**config.mk**
```make
export PLATFORM = sky130hd
export DESIGN_NAME = header_protected_bit_error_injector_flat
export DESIGN_NICKNAME = d
export VERILOG_FILES = /design/src/hw/rtl/hpbei_pkg.sv /design/src/hw/rtl/hpbei_intf.sv /design/src/hw/rtl/header_protected_bit_error_injector.sv /design/src/flat_wrapper.sv
export SDC_FILE = /design/constraint.sdc
export NUM_CORES = 1
export LEC_CHECK = 0
export BUFFER_PORTS_ARGS = -buffer_cell sky130_fd_sc_hd__buf_2
export CAP_MARGIN = 20
export CELL_PAD_IN_SITES_DETAIL_PLACEMENT = 0
export CELL_PAD_IN_SITES_GLOBAL_PLACEMENT = 1
export CORE_ASPECT_RATIO = 1.5
export CORE_MARGIN = 4
export CORE_UTILIZATION = 45
export CTS_CLUSTER_DIAMETER = 150
export DETAILED_ROUTE_END_ITERATION = 12
export PLACE_DENSITY_LB_ADDON = 0.25
export SYNTH_ARGS = -nofsm -noshare
export SYNTH_HDL_FRONTEND = slang
export SYNTH_SLANG_ARGS = --single-unit
```
**constraint.sdc**
```tcl
create_clock -name clk_i -period 10.1 [get_ports clk_i]
set_clock_uncertainty 0.2 [all_clocks]
set_input_delay 0.505 -clock clk_i [delete_from_list [all_inputs] [get_ports clk_i]]
set_output_delay 0.505 -clock clk_i [all_outputs]
set_load 0.01 [all_outputs]
```
**src/hw/rtl/hpbei_pkg.sv**
```systemverilog
// package: constants, types and generator step for the bit error injector
`default_nettype none

package hpbei_pkg;

  // default packet length limit
  localparam int unsigned PktMaxBytesDef = 65535;

  // configuration register indexes
  localparam int unsigned CfgIdxW = 8;
  typedef enum logic [CfgIdxW-1:0] {
    REG_ERROR_THRESHOLD = 8'd0,
    REG_RNG_SEED        = 8'd1
  } cfg_reg_e;

  // header layout constants
  localparam logic [3:0]  IpVersion4     = 4'd4;
  localparam logic [3:0]  MinHdrWords    = 4'd5;
  localparam logic [7:0]  NibbleMask     = 8'h0F;
  localparam logic [15:0] MinIpBytes     = 16'd20;
  localparam logic [15:0] ProtoBytePos   = 16'd9;
  localparam logic [15:0] TcpOffBytePos  = 16'd12;
  localparam logic [6:0]  TcpHdrBytes    = 7'd20;
  localparam logic [6:0]  UdpHdrBytes    = 7'd8;
  localparam logic [7:0]  ProtoTcp       = 8'd6;
  localparam logic [7:0]  ProtoUdp       = 8'd17;
  localparam logic [15:0] PosSaturate    = 16'hFFFF;
  localparam logic [31:0] SeedFallback   = 32'd1;

  // one xorshift32 step (13, 17, 5)
  function automatic logic [31:0] xs_next(input logic [31:0] x);
    logic [31:0] a;
    logic [31:0] b;
    a = x ^ (x << 13);
    b = a ^ (a >> 17);
    return b ^ (b << 5);
  endfunction

endpackage

`default_nettype wire

```
**src/hw/rtl/hpbei_intf.sv**
```systemverilog
// interfaces: byte input stream, result stream and configuration write channel
`default_nettype none

interface hpbei_in_if;
  logic        valid;
  logic        ready;
  logic [7:0]  data_byte;
  logic        start_of_packet;
  logic        end_of_packet;
  logic [15:0] packet_length;

  modport source (output valid, data_byte, start_of_packet, end_of_packet, packet_length,
                  input ready);
  modport sink (input valid, data_byte, start_of_packet, end_of_packet, packet_length,
                output ready);
endinterface

interface hpbei_out_if;
  logic       valid;
  logic       ready;
  logic [7:0] out_byte;
  logic       out_last;
  logic [3:0] flip_count;

  modport source (output valid, out_byte, out_last, flip_count, input ready);
  modport sink (input valid, out_byte, out_last, flip_count, output ready);
endinterface

interface hpbei_cfg_if;
  logic        valid;
  logic        ready;
  logic [7:0]  index;
  logic [31:0] wdata;

  modport source (output valid, index, wdata, input ready);
  modport sink (input valid, index, wdata, output ready);
endinterface

`default_nettype wire

```
**src/hw/rtl/header_protected_bit_error_injector.sv**
```systemverilog
// top level: header-protected bit error injector for ipv4 byte streams
//
//   channel | dir | handshake     | payload
//   in_i    | in  | valid / ready | data_byte, start_of_packet, end_of_packet, packet_length
//   out_o   | out | valid / ready | out_byte, out_last, flip_count
//   cfg_i   | in  | valid / ready | index, wdata (0: error_threshold, 1: rng_seed)
//
// one beat per cycle sustained while out_o is ready; each input beat passes through the input register,
// then eight unrolled generator steps and compares into the result register
// reset: threshold 0, generator state 1, bytes pass through until a start of packet
// a waiting result blocks the input only once the input register is full as well; a full
// input register takes a new beat in the cycle the result register is freed; cfg_i is always ready
`default_nettype none

module header_protected_bit_error_injector
  import hpbei_pkg::*;
#(
  parameter int unsigned MAX_PACKET_BYTES = PktMaxBytesDef
) (
  input  wire          clk_i,
  input  wire          rst_ni,
  hpbei_in_if.sink     in_i,
  hpbei_out_if.source  out_o,
  hpbei_cfg_if.sink    cfg_i
);

  localparam logic [15:0] MaxLen = 16'(MAX_PACKET_BYTES);

  // configuration
  logic [31:0] thr_q;
  logic        cfg_fire;
  logic        seed_wr;

  // input register
  logic        s1_valid_q;
  logic [7:0]  s1_byte_q;
  logic        s1_sop_q;
  logic        s1_eop_q;
  logic [15:0] s1_len_q;

  // packet state
  logic [15:0] pos_q, pos_d;
  logic [15:0] len_q, len_d;
  logic [5:0]  ihb_q, ihb_d;
  logic [7:0]  proto_q, proto_d;
  logic [6:0]  pend_q, pend_d;
  logic        pass_q, pass_d;
  logic [31:0] rs_q, rs_d;

  // result register
  logic        out_valid_q;
  logic [7:0]  out_byte_q;
  logic        out_last_q;
  logic [3:0]  out_flip_q;

  // handshake
  logic in_fire;
  logic s1_adv;
  logic s1_fire;
  logic out_fire;

  // work signals
  logic [15:0] len_clamp;
  logic [3:0]  ihl;
  logic [3:0]  tcp_off;
  logic        flip_en;
  logic [31:0] xs [9];
  logic [7:0]  flip_mask;
  logic [7:0]  res_byte;
  logic [3:0]  res_flips;

  assign cfg_i.ready = 1'b1;
  assign cfg_fire    = cfg_i.valid;
  assign seed_wr     = cfg_fire && (cfg_i.index == REG_RNG_SEED);

  assign s1_adv    = !out_valid_q || out_o.ready;
  assign s1_fire   = s1_valid_q && s1_adv;
  assign in_i.ready = !s1_valid_q || s1_adv;
  assign in_fire   = in_i.valid && in_i.ready;
  assign out_fire  = out_valid_q && out_o.ready;

  // threshold register
  always_ff @(posedge clk_i or negedge rst_ni) begin
    if (!rst_ni) begin
      thr_q <= '0;
    end else if (cfg_fire && (cfg_i.index == REG_ERROR_THRESHOLD)) begin
      thr_q <= cfg_i.wdata;
    end
  end

  // input register
  always_ff @(posedge clk_i or negedge rst_ni) begin
    if (!rst_ni) begin
      s1_valid_q <= 1'b0;
    end else if (in_fire) begin
      s1_valid_q <= 1'b1;
    end else if (s1_fire) begin
      s1_valid_q <= 1'b0;
    end
  end

  always_ff @(posedge clk_i) begin
    if (in_fire) begin
      s1_byte_q <= in_i.data_byte;
      s1_sop_q  <= in_i.start_of_packet;
      s1_eop_q  <= in_i.end_of_packet;
      s1_len_q  <= in_i.packet_length;
    end
  end

  assign len_clamp = (32'(s1_len_q) > MAX_PACKET_BYTES) ? MaxLen : s1_len_q;
  assign ihl       = 4'(s1_byte_q & NibbleMask);
  assign tcp_off   = s1_byte_q[7:4];

  // header parse: start-of-packet reset, version/ihl, protocol, tcp offset
  always_comb begin
    pos_d   = s1_sop_q ? '0 : pos_q;
    len_d   = s1_sop_q ? len_clamp : len_q;
    ihb_d   = s1_sop_q ? '0 : ihb_q;
    proto_d = s1_sop_q ? '0 : proto_q;
    pend_d  = s1_sop_q ? '0 : pend_q;
    pass_d  = s1_sop_q ? (len_clamp < MinIpBytes) : pass_q;
    if (!pass_d) begin
      if (pos_d == '0) begin
        if ((s1_byte_q[7:4] != IpVersion4) || (ihl < MinHdrWords)) begin
          pass_d = 1'b1;
        end else begin
          ihb_d  = {ihl, 2'b00};
          pend_d = {1'b0, ihl, 2'b00};
        end
      end else if (pos_d == ProtoBytePos) begin
        proto_d = s1_byte_q;
        if ((s1_byte_q == ProtoTcp) && (len_d >= 16'(ihb_d) + 16'(TcpHdrBytes))) begin
          pend_d = 7'(ihb_d) + TcpHdrBytes;
        end else if ((s1_byte_q == ProtoUdp) &&
                     (len_d >= 16'(ihb_d) + 16'(UdpHdrBytes))) begin
          pend_d = 7'(ihb_d) + UdpHdrBytes;
        end
      end else if ((pos_d == 16'(ihb_d) + TcpOffBytePos) && (proto_d == ProtoTcp) &&
                   (len_d >= 16'(ihb_d) + 16'(TcpHdrBytes))) begin
        if (tcp_off < MinHdrWords) begin
          pass_d = 1'b1;
        end else begin
          pend_d = 7'(ihb_d) + 7'({tcp_off, 2'b00});
        end
      end
    end
  end

  assign flip_en = !pass_d && (pos_d >= 16'(pend_d)) && (pos_d < len_d) && (thr_q != '0);

  // eight unrolled generator steps, one per bit from bit 0 up
  always_comb begin
    xs[0] = rs_q;
    for (int k = 0; k < 8; k++) begin
      xs[k+1]      = xs_next(xs[k]);
      flip_mask[k] = flip_en && (xs[k+1] < thr_q);
    end
  end

  assign res_byte  = s1_byte_q ^ flip_mask;
  assign res_flips = 4'($countones(flip_mask));

  // generator state: seed write, else advance by eight when bits were drawn
  always_comb begin
    rs_d = rs_q;
    if (seed_wr) begin
      rs_d = (cfg_i.wdata != '0) ? cfg_i.wdata : SeedFallback;
    end else if (s1_fire && flip_en) begin
      rs_d = xs[8];
    end
  end

  // packet state registers
  always_ff @(posedge clk_i or negedge rst_ni) begin
    if (!rst_ni) begin
      pos_q   <= '0;
      len_q   <= '0;
      ihb_q   <= '0;
      proto_q <= '0;
      pend_q  <= '0;
      pass_q  <= 1'b1;
      rs_q    <= SeedFallback;
    end else begin
      rs_q <= rs_d;
      if (s1_fire) begin
        pos_q   <= (pos_d != PosSaturate) ? pos_d + 16'd1 : pos_d;
        len_q   <= len_d;
        ihb_q   <= ihb_d;
        proto_q <= proto_d;
        pend_q  <= pend_d;
        pass_q  <= pass_d || s1_eop_q;
      end
    end
  end

  // result register
  always_ff @(posedge clk_i or negedge rst_ni) begin
    if (!rst_ni) begin
      out_valid_q <= 1'b0;
    end else if (s1_fire) begin
      out_valid_q <= 1'b1;
    end else if (out_fire) begin
      out_valid_q <= 1'b0;
    end
  end

  always_ff @(posedge clk_i) begin
    if (s1_fire) begin
      out_byte_q <= res_byte;
      out_last_q <= s1_eop_q;
      out_flip_q <= res_flips;
    end
  end

  assign out_o.valid      = out_valid_q;
  assign out_o.out_byte   = out_byte_q;
  assign out_o.out_last   = out_last_q;
  assign out_o.flip_count = out_flip_q;

  // flip count matches the bits that differ from the input byte
  assert property (@(posedge clk_i) disable iff (!rst_ni)
    s1_fire |=> ($countones(out_byte_q ^ $past(s1_byte_q)) == 32'(out_flip_q)))
    else $error("flip count does not match changed bits");

  // zero threshold leaves the byte untouched
  assert property (@(posedge clk_i) disable iff (!rst_ni)
    (s1_fire && (thr_q == '0)) |=> (out_byte_q == $past(s1_byte_q)) && (out_flip_q == '0))
    else $error("byte changed with zero threshold");

  // generator holds when no bits are drawn and no seed is written
  assert property (@(posedge clk_i) disable iff (!rst_ni)
    (!(s1_fire && flip_en) && !seed_wr) |=> (rs_q == $past(rs_q)))
    else $error("generator advanced without drawing bits");

  // last byte of a packet returns to pass-through
  assert property (@(posedge clk_i) disable iff (!rst_ni)
    (s1_fire && s1_eop_q) |=> pass_q)
    else $error("pass-through not set after end of packet");

endmodule

`default_nettype wire
```
**src/flat_wrapper.sv**
```systemverilog
// flat-port wrapper written by rule: the top's interface ports become plain ports
module header_protected_bit_error_injector_flat import hpbei_pkg::*;
#(
  parameter int unsigned MAX_PACKET_BYTES = PktMaxBytesDef
)
  (clk_i, rst_ni, in_i_valid, in_i_data_byte, in_i_start_of_packet, in_i_end_of_packet, in_i_packet_length, in_i_ready, out_o_valid, out_o_out_byte, out_o_out_last, out_o_flip_count, out_o_ready, cfg_i_valid, cfg_i_index, cfg_i_wdata, cfg_i_ready);
  hpbei_in_if in_i_i ();
  hpbei_out_if out_o_i ();
  hpbei_cfg_if cfg_i_i ();
  input  wire clk_i;
  input  wire rst_ni;
  input wire logic [$bits(in_i_i.valid)-1:0] in_i_valid;
  input wire logic [$bits(in_i_i.data_byte)-1:0] in_i_data_byte;
  input wire logic [$bits(in_i_i.start_of_packet)-1:0] in_i_start_of_packet;
  input wire logic [$bits(in_i_i.end_of_packet)-1:0] in_i_end_of_packet;
  input wire logic [$bits(in_i_i.packet_length)-1:0] in_i_packet_length;
  output wire logic [$bits(in_i_i.ready)-1:0] in_i_ready;
  output wire logic [$bits(out_o_i.valid)-1:0] out_o_valid;
  output wire logic [$bits(out_o_i.out_byte)-1:0] out_o_out_byte;
  output wire logic [$bits(out_o_i.out_last)-1:0] out_o_out_last;
  output wire logic [$bits(out_o_i.flip_count)-1:0] out_o_flip_count;
  input wire logic [$bits(out_o_i.ready)-1:0] out_o_ready;
  input wire logic [$bits(cfg_i_i.valid)-1:0] cfg_i_valid;
  input wire logic [$bits(cfg_i_i.index)-1:0] cfg_i_index;
  input wire logic [$bits(cfg_i_i.wdata)-1:0] cfg_i_wdata;
  output wire logic [$bits(cfg_i_i.ready)-1:0] cfg_i_ready;
  assign in_i_i.valid = in_i_valid;
  assign in_i_i.data_byte = in_i_data_byte;
  assign in_i_i.start_of_packet = in_i_start_of_packet;
  assign in_i_i.end_of_packet = in_i_end_of_packet;
  assign in_i_i.packet_length = in_i_packet_length;
  assign in_i_ready = in_i_i.ready;
  assign out_o_valid = out_o_i.valid;
  assign out_o_out_byte = out_o_i.out_byte;
  assign out_o_out_last = out_o_i.out_last;
  assign out_o_flip_count = out_o_i.flip_count;
  assign out_o_i.ready = out_o_ready;
  assign cfg_i_i.valid = cfg_i_valid;
  assign cfg_i_i.index = cfg_i_index;
  assign cfg_i_i.wdata = cfg_i_wdata;
  assign cfg_i_ready = cfg_i_i.ready;
  header_protected_bit_error_injector #(.MAX_PACKET_BYTES(MAX_PACKET_BYTES)) u_core (.clk_i(clk_i), .rst_ni(rst_ni), .in_i(in_i_i), .out_o(out_o_i), .cfg_i(cfg_i_i));
endmodule
```
# == Word level (Yosys, flattened, before mapping) ==
# Index checks and enable logic that the tools add are counted.
# op_classes
order_cmp,15
multipliers,0
n_reduce_logical,35
muxes,34
shift,0
bitwise,25
div_mod_pow,0
addsub,14
n_eq_ne,8
# ops
operator,count
$xor A32 B32 Y32,16
$lt A32 B32 Y1,8
$xor A32 B15 Y32,8
$mux W32,3
$reduce_bool A32 Y1,2
$mux W7,9
$mux W16,3
$ge A16 B16 Y1,2
$mux W8,4
$mux W6,4
$add A6 B4 Y7 const B,3
$logic_and A1 B1 Y1,21
$add A16 B1 Y16 const B,1
$eq A16 B16 Y1,1
$eq A16 B4 Y1 const B,1
$eq A8 B3 Y1 const B,2
$ge A16 B7 Y1,1
$logic_not A16 Y1,1
$lt A16 B16 Y1,1
$lt A16 B5 Y1 const B,1
$ne A16 B16 Y1 const B,1
$add A6 B5 Y7 const B,2
$add A4 B4 Y4,3
$mux W1,11
11 further kinds,22
# word_totals
ram_bits,0
word_cells,148
memories,0
rom_bits,0
register_bits,159
latch_bits,0
inputBits,71
output_inout_bits,16

# == Longest topological paths before layout ==
# Gate-level depths: netlist of run 1.
# logic_depth
word_depth,29
depth_mapped,43
ltp_nobuf,38

# == Worst setup path after synthesis of run 1 ==
# No wires, ideal clock.
# synth_path
kind,reg2reg
from,reg u_core.rs_q[17]
to,reg u_core.out_flip_q[2] (netlist: u_core.out_o.flip_count[2]) (data pin)
synth_period_minus_slack_ns,9.023
slack_ns,1.077
setup_time_ns,0.269
path_buffers,2
arrival_time_ns,8.554
required_ns,9.631
path_stages_with_launch,37
path_cell_list,dfrtp_1 buf_2 xnor3_2 xnor2_2 xnor3_1 xnor3_2 xnor2_4 xnor3_1 buf_6 xor2_4 xnor2_4 xnor2_2 xnor2_1 xnor2_1 xnor2_2 xor2_2 xor2_1 xnor2_1 ha_1 nor2b_1 o21ai_0 nand2b_1 a21oi_1 nor2b_1 o21ai_0 nand2b_1 a21oi_1 o21ai_0 a21o_1 a2111oi_2 ha_1 inv_1 fa_1 inv_1 fa_1 ha_1 fa_1
# synth_between
elab_chain_cells,29
word_cells_on_any_way,47
cone_classes,7 x add/sub; 8 x order compare; 24 x bitwise; 8 x reduce/logical
# synth_rtl
item,line_no,rtl
from (decl),header_protected_bit_error_injector.sv:48,"logic [31:0] rs_q, rs_d;"
from (signal assigned),header_protected_bit_error_injector.sv:183,rs_q <= SeedFallback;
from (signal assigned),header_protected_bit_error_injector.sv:185,rs_q <= rs_d;
$xor A32 B32 Y32 (*),hpbei_pkg.sv:34,a = x ^ (x << 13);
$xor A32 B15 Y32 (*),hpbei_pkg.sv:35,b = a ^ (a >> 17);
$xor A32 B32 Y32 (*),hpbei_pkg.sv:36,return b ^ (b << 5);
$xor A32 B32 Y32,hpbei_pkg.sv:34,
$xor A32 B15 Y32,hpbei_pkg.sv:35,
$xor A32 B32 Y32,hpbei_pkg.sv:36,
$xor A32 B32 Y32,hpbei_pkg.sv:34,
$xor A32 B15 Y32,hpbei_pkg.sv:35,
(+14 left out),n/a,
$xor A32 B15 Y32,hpbei_pkg.sv:35,
$xor A32 B32 Y32,hpbei_pkg.sv:36,
$lt A32 B32 Y1,header_protected_bit_error_injector.sv:157,flip_mask[k] = flip_en && (xs[k+1] < thr_q);
$logic_and A1 B1 Y1,header_protected_bit_error_injector.sv:157,
$add A1 B1 Y2 (not written as such),header_protected_bit_error_injector.sv:162,assign res_flips = 4'($countones(flip_mask));
$add A4 B4 Y4 (not written as such),header_protected_bit_error_injector.sv:162,
$add A4 B4 Y4 (not written as such) (*),header_protected_bit_error_injector.sv:162,
named net u_core.res_flips[2],header_protected_bit_error_injector.sv:70,logic [3:0] res_flips;
to (signal assigned),header_protected_bit_error_injector.sv:212,out_flip_q <= res_flips;
to (decl),header_protected_bit_error_injector.sv:54,logic [3:0] out_flip_q;
# The timed path passes the listed nets; every way through them passes the cells marked *.
# A chain may end at the register's enable or synchronous reset.

# == Worst setup path in the final report of run 1 ==
# layout_path
from,reg u_core.rs_q[6]
to,reg u_core.out_flip_q[2] (netlist: u_core.out_o.flip_count[2]) (data pin)
# The elaborated chain is that of the path after synthesis.

==> reports/metrics.csv, run 1 <==
metric;value;unit
top-count cell post-synth;xnor2_1;
end of the worst hold path;u_core.len_clamp[10]$_DFFE_PP_;
Core Region;47820;um2
Die W;187.8;um
period utilisation layout;95.65;%
Tmin final;9.661;ns
area growth from synthesis to layout;13.62;%
Die ar.;52170;um2
largest net degree at the start of global routing;75;
Reg2Reg Setup Slack;0.44;ns
CTS max path bufs;2;
post-synth top area share;17.19;%
final slew viol count;0;
hpwl dp;69.72;mm
CTS Sinks;159;
via count;17690;
share of cells above drive strength 1;17.71;%
max incr delay on CP;0.55;ns
CP arrival;9.65;ns
final setup vio count;0;
Setup CP Type;register to register;
initial antenna violation count;0;
n_diodes;0;
Syn Inst Count;2237;
count of final hold-check violations;0;
clk_lat worst skew;0.45;ns
startpoint types;register;
Starting Density;45.65;%
number of I/O port buffers;85;
Die Height;277.8;um
Total Wirelength;87.49;mm
Achievable Freq;103.5;MHz
slew margin rel.;25.22;%
Async SR Flop Fraction;75.47;%
RR Endpoint;u_core.out_o.flip_count[2]$_DFFE_PP_;
H-Tree Depth;4;
post-synthesis register bit count;159;
TritonCTS clock tree;built;
Post-synth top flop;dfrtp_1;
first-pass GRT wire length;125.8;mm
# rows;98;
Final #Nets;2813;
post-synth top area cell;ha_1;
mapped cell area;21830;um2
sequential share of the synthesized area;19.13;%
Worst Tran Pin Value;1.120;ns
vias in the first global route;18600;
Syn. warnings;0;
worst r2r src;u_core.rs_q[6]$_DFFE_PN0P_;
placed cells;2996;
Remaining Overflow, GRT;0;
drt pass-1 iters;5;
Yosys cell types;68;
worst-case reg-to-reg path depth;33;
setup total negative slack;0;ns
Data required, critical path;10.09;ns
Total GRT Usage;32.96;%
Worst Hold Class;input pin to register;
max cap viols;0;
Final Non-Filler Cells;3050;
Final Wtd Congestion;1.044;
Vias/cell;5.801;
Layout Utilization;51.87;%
Routed WL per cell;28.69;um
root buffer cell;clkbuf_16;
ANT nets after route;0;
status;completed;
commonest cells in the netlist;xnor2_1, ha_1, xor2_1;
hold_sp;in_i_packet_length[10];
Hold Path Stages;1;
DRT iter0 DRCs;1110;
Area contributors post-synth;ha_1, xnor2_1, dfrtp_1, xor2_1, edfxtp_1;
Syn Area/Cell;9.758;um2
CP Capture Type;register;
Top Ports;87;
Post-synth EDFFs;39;
# DRC;0;
syn nets;2613;
CP max stage cell;xnor3_2;
maximum fanout along the worst path;7;
Worst-path clk slew;0.08;ns
TritonCTS Buffers;17;
-- sequential cells by signal, summed over array words and instances, names as in the netlist, 4 cells and up --
name / cells
u_core.rs_q: 32
u_core.thr_q: 32
u_core.len_clamp: 16
u_core.len_q: 16
u_core.pos_q: 16
u_core.out_o.out_byte: 8
u_core.proto_q: 8
u_core.s1_byte_q: 8
u_core.pend_q: 7
u_core.ihb_q: 6
u_core.out_o.flip_count: 4
-- layout make-up --
class,instances,area [um2]
clock buffers,17,425.4
clock inverters,15,190.2
fillers,4491,23020
inverters,101,379.1
multi-input cells,1902,17110
flip-flops and latches,159,4183
well taps,600,750.7
repair buffers,256,1767
-- critical path, delay by kind of cell, from the launching register on --
kind / cells / cell delay [ns]
AOI/OAI and AO/OA: 7 / 1.22
xor gates and xnor gates: 14 / 4.90
adders and majority gates: 6 / 2.03
buffers and inverters: 3 / 0.35
DFF: 1 / 0.51
and+or+nand+nor: 3 / 0.18
-- worst max path at each step --
stage / from / to / slack (ns) / cells after the start
floorplan: u_core.rs_q[17]$_DFFE_PN0P_ / u_core.out_o.flip_count[2]$_DFFE_PP_ / 1.08 / 36
global placement: u_core.rs_q[24]$_DFFE_PN0P_ / u_core.out_o.flip_count[2]$_DFFE_PP_ / 0.08 / 35
detailed placement: u_core.rs_q[6]$_DFFE_PN0P_ / u_core.out_o.flip_count[2]$_DFFE_PP_ / 0.01 / 34
CTS: u_core.rs_q[6]$_DFFE_PN0P_ / u_core.out_o.flip_count[2]$_DFFE_PP_ / 0.13 / 34
global route: u_core.rs_q[6]$_DFFE_PN0P_ / u_core.out_o.flip_count[2]$_DFFE_PP_ / -0.04 / 34
finish: u_core.rs_q[6]$_DFFE_PN0P_ / u_core.out_o.flip_count[2]$_DFFE_PP_ / 0.44 / 33
-- per-stage QoR --
stage / instance area (um2) / hold slack (ns) / setup WS, ns
final: 24800 / 0.02338 / 0.4390
after global routing: 24800 / 0.01107 / -0.03849
after CTS: 24420 / 0.006296 / 0.1287
after detailed placement: 23780 / 0.2320 / 0.01294
after global placement: 23780 / 0.2438 / 0.07613
after floorplan: 21830 / 0.009409 / 1.077
-- what timing repair did --
action	in CTS	in global routing
gates resized for setup	1	31
endpoints found under the hold margin	45	0
pin swaps	0	8
setup buffers	0	19
hold buffers	1	0
setup endpoints to repair	1	3
-- routing by layer --
metal / part of all wire [%] / up-vias / track usage [%]
met5: 0 / - / 0
met2: 50 / 658 / 58.62
met3: 4.6 / 336 / 4.645
met4: 11 / 0 / 28.89
met1: 34 / 8517 / 33.44
li1: - / 8181 / -
-- cell families after synthesis --
| group | share of synthesized area, % |
|---|---|
| flip-flops | 19.13 |
| adder cells (fa/ha/maj) | 17.65 |
| other | 0.01718 |
| AO/OA/AOI/OAI | 11.36 |
| AND/OR/NAND/NOR | 11.02 |
| buffers and inverters | 3.364 |
| XOR/XNOR | 36.09 |
| multiplexers | 1.364 |
-- placed cells by master, fill, tap and decap left out, types with 32 or more instances in the layout --
master	n
o21ai_0	147
buf_4	168
nor2b_1	72
xnor2_1	354
nand2b_1	53
a21o_1	38
xnor2_2	49
buf_2	84
a21oi_1	108
xnor3_1	32
edfxtp_1	39
nor2_1	79
xor2_1	177
nand2_1	114
dfrtp_1	113
inv_1	98
nand4_1	53
ha_1	300
Power of run 1 is left out: the tool's default activity adds up to more than one toggle a clock period on the data nets, which glitch-free logic cannot reach.
==> run 2: changes to the inputs <==
--- a/config.mk
+++ b/config.mk
@@ -5,15 +5,13 @@
 export SDC_FILE = /design/constraint.sdc
 export NUM_CORES = 1
 export LEC_CHECK = 0
-export BUFFER_PORTS_ARGS = -buffer_cell sky130_fd_sc_hd__buf_2
 export CAP_MARGIN = 20
 export CELL_PAD_IN_SITES_DETAIL_PLACEMENT = 0
 export CELL_PAD_IN_SITES_GLOBAL_PLACEMENT = 1
-export CORE_ASPECT_RATIO = 1.5
-export CORE_MARGIN = 4
 export CORE_UTILIZATION = 45
 export CTS_CLUSTER_DIAMETER = 150
 export DETAILED_ROUTE_END_ITERATION = 12
+export DONT_BUFFER_PORTS = 1
 export PLACE_DENSITY_LB_ADDON = 0.25
 export SYNTH_ARGS = -nofsm -noshare
 export SYNTH_HDL_FRONTEND = slang
==> reports/metrics.csv, run 2 (synthesis gave the netlist of run 1 again) <==
metric;value;unit;change
Vias/cell;5.796;;was 5.801
vias in the first global route;17690;;was 18600
root buffer cell;clkbuf_16;;unchanged
hold_sp;cfg_i_wdata[31];;was in_i_packet_length[10]
max incr delay on CP;0.59;ns;was 0.55 ns
Starting Density;45.72;%;was 45.65%
Worst Tran Pin Value;1.149;ns;was 1.120 ns
worst r2r src;u_core.rs_q[10]$_DFFE_PN0P_;;was u_core.rs_q[6]$_DFFE_PN0P_
TritonCTS Buffers;17;;unchanged
slew margin rel.;23.43;%;was 25.22%
via count;17530;;was 17690
drt pass-1 iters;6;;was 5
crit path from;u_core.rs_q[10]$_DFFE_PN0P_;;was u_core.rs_q[6]$_DFFE_PN0P_
dpl ws;0.1636;ns;was 0.01294 ns
CTS Sinks;159;;unchanged
Core Region;47750;um2;was 47820 um2
n_diodes;0;;unchanged
Die ar.;49400;um2;was 52170 um2
Worst Hold Class;input pin to register;;unchanged
Top Ports;87;;unchanged
first-pass GRT wire length;119.8;mm;was 125.8 mm
Final Wtd Congestion;0.9638;;was 1.044
Data required, critical path;10.08;ns;was 10.09 ns
max cap viols;0;;unchanged
initial antenna violation count;2;;was 0
Setup CP Type;register to register;;unchanged
final slew viol count;0;;unchanged
Routed WL per cell;27.12;um;was 28.69 um
CTS max path bufs;2;;unchanged
hpwl dp;64.13;mm;was 69.72 mm
largest net degree at the start of global routing;121;;was 75
commonest cells after routing, fill and taps aside;xnor2_1, ha_1, xor2_1, buf_4, o21ai_0;;unchanged
Total Wirelength;82.03;mm;was 87.49 mm
# DRC;0;;unchanged
Final #Nets;2774;;was 2813
Tmin final;9.756;ns;was 9.661 ns
RR Endpoint;u_core.out_o.flip_count[2]$_DFFE_PP_;;unchanged
number of I/O port buffers;0;;was 85
final setup vio count;0;;unchanged
Die Height;222.3;um;was 277.8 um
Setup WS post-layout;0.3440;ns;was 0.4390 ns
Reg2Reg Setup Slack;0.34;ns;was 0.44 ns
maximum fanout along the worst path;7;;unchanged
Fill cells;4361;;was 4491
Hold Path Stages;2;;was 1
share of cells above drive strength 1;13.94;%;was 17.71%
Achievable Freq;102.5;MHz;was 103.5 MHz
area growth from synthesis to layout;13.88;%;was 13.62%
Die W;222.3;um;was 187.8 um
ANT nets after route;0;;unchanged
count of final hold-check violations;0;;unchanged
placed cells;2921;;was 2996
hold slack;0.04526;ns;was 0.02338 ns
commonest non-fill, non-tap cell in the layout;xnor2_1;;unchanged
status;completed;;unchanged
DRT iter0 DRCs;1354;;was 1110
end of the worst hold path;u_core.rs_q[31]$_DFFE_PN0P_;;was u_core.len_clamp[10]$_DFFE_PP_
Worst-path clk slew;0.07;ns;was 0.08 ns
H-Tree Depth;4;;unchanged
TritonCTS clock tree;built;;unchanged
clk_lat worst skew;0.44;ns;was 0.45 ns
# rows;80;;was 98
Remaining Overflow, GRT;0;;unchanged
Largest regs;u_core.rs_q (32), u_core.thr_q (32);;unchanged
period utilisation layout;96.59;%;was 95.65%
CP Capture Type;register;;unchanged
startpoint types;register;;unchanged
CP max stage cell;xnor3_2;;unchanged
Final Non-Filler Cells;3025;;was 3050
CP arrival;9.73;ns;was 9.65 ns
Total GRT Usage;33.47;%;was 32.96%
worst-case reg-to-reg path depth;32;;was 33
[run 2: changes by cell type in the layout (fill, tap and decap cells not counted), sizes merged]
cell	before	now
buf	255	157
dlygate4sd3	1	60
clkinv	10	5
clkbuf	17	19
bufinv	0	1
inv	106	107
[run 2: cell type report]
cell class                      instances  area [um2]  share of cell area [%]
Multi-Input combinational cell       1902       17150                   68.97
Sequential cell                       159        4179                   16.81
Timing Repair Buffer                  217        1812                   7.288
Tap cell                              615       769.5                   3.095
Clock buffer                           19       452.9                   1.822
Inverter                              101       379.1                   1.525
Clock inverter                         12       121.4                  0.4882
[run 2: per-layer routing]
metal	share of wire (%)	track usage, %	wire (um)
met1	39	40.12	32070
met2	48	56.78	39280
met3	6.3	4.933	5129
met4	6.8	20.07	5546
met5	0	0	0
[run 2: how the worst max path moves through the flow]
stage,endpoint,slack [ns]
5_1_grt,u_core.out_o.flip_count[2]$_DFFE_PP_,-0.005
3_5_place_dp,u_core.out_o.flip_count[2]$_DFFE_PP_,0.16
4_1_cts,u_core.out_o.flip_count[2]$_DFFE_PP_,0.12
3_3_place_gp,u_core.out_o.flip_count[2]$_DFFE_PP_,0.14
2_1_floorplan,u_core.out_o.flip_count[2]$_DFFE_PP_,1.08
6_report,u_core.out_o.flip_count[2]$_DFFE_PP_,0.34
[run 2: what timing repair did]
item / in CTS / in global routing
resized for setup: 0 / 33
hold endpoints to repair: 179 / 0
setup endpoints to repair: 0 / 3
hold buffers: 61 / 0
setup buffers: 0 / 11
[run 2: through the flow]
stage / instance area [um2] / util, % / TNS (ns)
detailed placement: 23340 / 48.88 / 0
global route: 24860 / 52.07 / -0.005246
floorplan: 21830 / - / 0
CTS: 24540 / 51.40 / 0
global placement: 23340 / 48.88 / 0
finish: 24860 / 52.07 / 0
[run 2: worst max-delay path: cells and delay by family, from the launching register on]
| family | cells | cell delay, ns |
|---|---|---|
| adders and majority gates | 6 | 2.06 |
| and+or+nand+nor | 3 | 0.25 |
| buffers and inverters | 3 | 0.34 |
| xor gates and xnor gates | 15 | 5.21 |
| DFF | 1 | 0.46 |
| AOI/OAI and AO/OA | 5 | 0.95 |
Power of run 2 is left out for the same reason.
